<file path="src/hw/rtl/contiguous_block_allocator_defines.svh">
// Assertion macros shared by the allocator RTL
`ifndef CONTIGUOUS_BLOCK_ALLOCATOR_DEFINES_SVH
`define CONTIGUOUS_BLOCK_ALLOCATOR_DEFINES_SVH

// Clocked implication check, disabled while the active-low reset is asserted
`define CBA_ASSERT_IMPL(label, clk, rst_n, ante, cons, msg) \
  label: assert property (@(posedge clk) disable iff (!rst_n) (ante) |-> (cons)) \
    else $error(msg);

// Clocked next-cycle implication check
`define CBA_ASSERT_NEXT(label, clk, rst_n, ante, cons, msg) \
  label: assert property (@(posedge clk) disable iff (!rst_n) (ante) |=> (cons)) \
    else $error(msg);

`endif

</file>
<file path="src/hw/rtl/cba_pkg.sv">
package cba_pkg;

  localparam logic [1:0] REQ_ALLOC  = 2'd0;
  localparam logic [1:0] REQ_MARK   = 2'd1;
  localparam logic [1:0] REQ_FREE   = 2'd2;
  localparam logic [1:0] REQ_UNUSED = 2'd3;

  localparam logic [2:0] CFG_INT_ENABLE    = 3'd0;
  localparam logic [2:0] CFG_EXT_CONNECTED = 3'd1;
  localparam logic [2:0] CFG_INT_SHIFT     = 3'd2;
  localparam logic [2:0] CFG_EXT_SHIFT     = 3'd3;
  localparam logic [2:0] CFG_INT_BASE      = 3'd4;
  localparam logic [2:0] CFG_INT_LAST      = 3'd5;
  localparam logic [2:0] CFG_EXT_BASE      = 3'd6;
  localparam logic [2:0] CFG_EXT_LAST      = 3'd7;

  typedef enum logic [3:0] {
    ST_CLEAR,
    ST_IDLE,
    ST_SCAN_RD,
    ST_SCAN,
    ST_COMMIT,
    ST_RANGE_RD,
    ST_RANGE_WR,
    ST_DONE
  } state_t;

  // Memory access request from the controller to one bit-map memory
  typedef struct packed {
    logic        rd_en;
    logic        wr_en;
    logic        wr_val;
  } mem_ctl_t;

endpackage

</file>
<file path="src/hw/rtl/cba_bitmap.sv">
module cba_bitmap #(
  parameter int DEPTH = 256,
  parameter int AW    = 8
) (
  input  logic                 clk,
  input  cba_pkg::mem_ctl_t    ctl,
  input  logic [AW-1:0]        addr,
  output logic                 rd_data
);

  logic mem [DEPTH];
  logic rd_data_r;

  always_ff @(posedge clk) begin
    if (ctl.wr_en) begin
      mem[addr] <= ctl.wr_val;
    end
    if (ctl.rd_en) begin
      rd_data_r <= mem[addr];
    end
  end

  assign rd_data = rd_data_r;

endmodule

</file>
<file path="config.mk">
export PLATFORM = sky130hd
export DESIGN_NAME = cba_bitmap
export DESIGN_NICKNAME = d
export VERILOG_FILES = /design/src/hw/rtl/contiguous_block_allocator_defines.svh /design/src/hw/rtl/cba_pkg.sv /design/src/hw/rtl/cba_bitmap.sv
export SDC_FILE = /design/constraint.sdc
export NUM_CORES = 1
export LEC_CHECK = 0
export BUFFER_PORTS_ARGS = -buffer_cell sky130_fd_sc_hd__buf_2
export CORE_UTILIZATION = 65
export DETAILED_ROUTE_END_ITERATION = 7
export GPL_TIMING_DRIVEN = 0
export PLACE_DENSITY = 0.8
export SETUP_SLACK_MARGIN = 0.5
export SYNTH_ARGS = -nofsm -noshare
export SYNTH_HDL_FRONTEND = slang
export SYNTH_SLANG_ARGS = --single-unit
</file>
<file path="constraint.sdc">
create_clock -name clk -period 4.25 [get_ports clk]
set_clock_uncertainty 0.2 [all_clocks]
set_input_delay 0.425 -clock clk [delete_from_list [all_inputs] [get_ports clk]]
set_output_delay 0.425 -clock clk [all_outputs]
set_load 0.01 [all_outputs]
</file>
# After elaboration in Yosys (flattened, before gate mapping)
# Memories as Yosys holds them, arrays and structs flattened. A register that Yosys moved wholly into a read port is not among the register bits.
# Index checks and enable logic that the tools add are counted.
# Widths: inputs -> output; s select.
[totals] ff_bits=0 mem_bits_rw=256 in_bits=12 out_inout_bits=1 memories=1
[memory_table] memory="mem" depth=256 width=1 rd=1 rd_ports_with_merged_regs=1 write_ports=1 line="cba_bitmap.sv:11" source="logic mem [DEPTH];"
[classes] mux=2
[ops] cell="$mux 1" n=2

# Logic depth before layout (Yosys ltp)
[depth] ltp_word=2 mapped_depth=8 depth_no_buf=6

# Worst setup path before layout
# OpenSTA, ideal clock, no wires.
[synth_path] path_kind="input-to-reg" start="input addr[1]" end="register rd_data_r (netlist: rd_data) (read register of mem) (data pin)" setup_ps=272 arrival_time_ps=2304 required_ps=3778 slack_ps=1474 cell_stages=8 path_buffers=2 cell_sequence="clkbuf_1 clkbuf_1 mux4_2 a22oi_1 nand2_1 a22oi_1 a21boi_1 or4_1"
[synth_rtl] item="from (decl)" line="cba_bitmap.sv:7" source="input logic [AW-1:0] addr,"
[synth_rtl] item="to (decl)" line="cba_bitmap.sv:12" source="logic rd_data_r;"

==> impl_metrics.tcl <==
set metrics [dict create \
    n_antenna_cell 0 \
    num_rows 47 \
    clk_path_buf_depth 3 \
    clk-insertion-delay-late_ns 0.54 \
    ir_worst_vdd_v 0.000392 \
    clk_pin_slew_ns 0.06 \
    use_met1_pct 41.0 \
    met3_usage_pct 7.57 \
    end_kind "flop" \
    nets 801 \
    cellPowerDensity_nw_per_um2 426 \
    ios 13 \
    crit_path_top_delay_cell "clkbuf_1" \
    grtUsageTotal_pct 30.8 \
    fp.dieH_um 132 \
    drt-pass1-iter-count 5 \
    initial_core_util_pct 66.4 \
    drc 0 \
    synth.area.top_cells "edfxtp_1 70%, mux4_2 13%, nor2_1 8.9%" \
    tightest_slew_ns 0.915 \
    die_area_sq_um 17500 \
    cts-root-buf "clkbuf_16" \
    grt_busiest_layer "met2" \
    finalNonFillerCells 1028 \
    fmax_ghz 0.327 \
    path_cells "clkbuf_1 -> clkbuf_1 -> mux4_2 -> a22oi_1 -> nand2_1 -> a22oi_1 -> a21oi_1 -> or4_1" \
    numCtsBuffers 27 \
    critPathRequiredTime_ns 4.31 \
    cts_tree "built" \
    grtUsageMet2_pct 50.3 \
    pre_cts_ws_ns 0.710 \
    max_stage_delay_ns 0.70 \
    netlist_instances 748 \
    cap_violations 0 \
    htree_levels 1 \
    cts.sinks 257 \
    crit_fanout 10 \
    wl_per_cell_um 25.2 \
    gp_congestion 0.841 \
    worst_ep_arrival_time_ns 3.12 \
    status "complete, no violations" \
    synth.avg_cell_area_sq_um 14.7 \
    hp-class "primary input to flop" \
    drt-total-wl_um 25900 \
    ys_warn_count 0 \
    grt_max_degree 161 \
    drt_iter0_drc 1035 \
    slew_violations 0 \
    setup_ws_ns 1.19 \
    ys_seq_elements 257 \
    fin_setup_tns_ns 0 \
    fin_crit_ns 3.06 \
    grt_pass1_wl_um 39100 \
    drt-vias-per-instance 6.60 \
    yosys.area.top_type "edfxtp_1" \
    timing.hold.ws_ns 0.169 \
    cpLargestDelayFamily "buffers and inverters" \
    antenna_found_initial 0 \
    synth-seq-area-share_pct 70.1 \
    grt_pass1_vias 6806 \
    relSlewSlack_pct 39.0 \
    rsz0062_at_grt "no" \
    postCtsSetupBuffers 0 \
    core-area_sq_um 16600 \
    synth_top_area_share_pct 70.1 \
    vias 6780 \
    die_w_um 132 \
    antenna_left 0 \
    portBuffers 10 \
    overflow 0 \
    power.leakage_uw 0.00363 \
    hpwl_um 15800 \
    drive_gt1_share_pct 14.6 \
    worstSetupPathType "primary input to flop" \
    period_share_pct 71.9 \
    placed_cells 979 \
    setup_viol_count_final 0 \
    synthToLayoutAreaGrowth_pct 10.4 \
    cp-start-kind "primary input" \
    critPathBufInv 2 \
    utilization_pct 73.3 \
    finalHoldViolCount 0 \
    syn-cell-area_sq_um 11000 \
    yosysUniqueCellTypes 19 \
    syn-num-nets 760 \
]
## logic make-up after synthesis
family | synth area share [%]
buffers and inverters | 2.36
flip-flops | 70.1
AO/OA/AOI/OAI | 2.98
AND/OR/NAND/NOR | 11.5
multiplexers | 13.1
## worst register-to-register path, cell delays in order, from the launching register on
cell      delay (ns)
edfxtp_1        0.37
mux4_2          0.47
a22oi_1         0.25
nand2_1         0.18
a22oi_1         0.19
a21oi_1         0.08
or4_1           0.55
## cells in the final DEF, fill, tap and decap left out
cell type / netlist / layout
or4_1: 1 / 1
nor2_1: 261 / 261
and3b_1: 1 / 1
a21boi_1: 2 / 2
clkbuf_1: 51 / 58
edfxtp_1: 257 / 257
mux4_2: 64 / 64
nand2_1: 42 / 42
buf_16: 0 / 1
a22oi_1: 40 / 40
and3_1: 1 / 1
buf_6: 5 / 6
nand3_1: 8 / 8
dlygate4sd3_1: 0 / 1
buf_2: 1 / 10
nor3b_1: 1 / 1
clkinv_2: 0 / 7
a21oi_1: 1 / 1
clkinv_4: 0 / 1
buf_4: 1 / 1
clkbuf_16: 0 / 27
clkinv_1: 0 / 5
and2_1: 2 / 2
nor2b_1: 8 / 8
a21boi_0: 1 / 1
inv_6: 0 / 1
## Yosys cell counts, drive strengths merged
library cell,count
nand2,42
mux4,64
nand3,8
and2,2
nor2b,8
buf,7
a22oi,40
clkbuf,51
nor3b,1
or4,1
nor2,261
and3,1
a21oi,1
and3b,1
a21boi,3
edfxtp,257
## per-stage QoR
step | cell area (sq um) | power [uW]
after floorplan | 11000 | 3010
after CTS | 12200 | 5180
after global routing | 12200 | 5280
after detailed placement | 11400 | 3130
final | 12200 | 5180
after global placement | 11300 | 3120
## final timing paths
path | from | end | slack, ns | cells past startpoint
hold reg to reg | mem[108] | rd_data | 0.94 | 6
setup reg to reg | mem[194] | rd_data | 1.69 | 6
setup / recovery | addr[1] | rd_data | 1.19 | 8
hold / removal | ctl[0] | mem[171] | 0.17 | 1
## layer usage
layer / wire [um] / up-vias
li1: - / 2850
met4: 760 / 0
met5: 0 / -
met2: 12800 / 514
met3: 3210 / 69
met1: 9100 / 3347
## registers in the layout, indices dropped and copies added (netlist names)
register / flops
rd_data: 1
mem: 256
## power breakdown
group / leakage, uW / internal [uW] / total [uW] / switching, uW
combinational: 0.000931 / 96.9 / 287 / 190
sequential: 0.00231 / 2800 / 2800 / 1.45
clock: 0.000385 / 1160 / 2090 / 929
total: 0.00363 / 4060 / 5180 / 1120
## cell type report
class                      instances  area [sq um]
fill                            1027          4420
multi-input combinational        433          3040
buffer                            58           260
clock inverter                    14          71.3
sequential                       257          7720
timing repair buffer              12          93.8
tap                              220           275
clock buffer                      34           702
## repair_timing
action,in CTS,in global routing
gates resized for setup,0,0
hold buffers,1,0
endpoints found under the hold margin,1,0
Note: power is estimated with default switching activity, not from simulation.
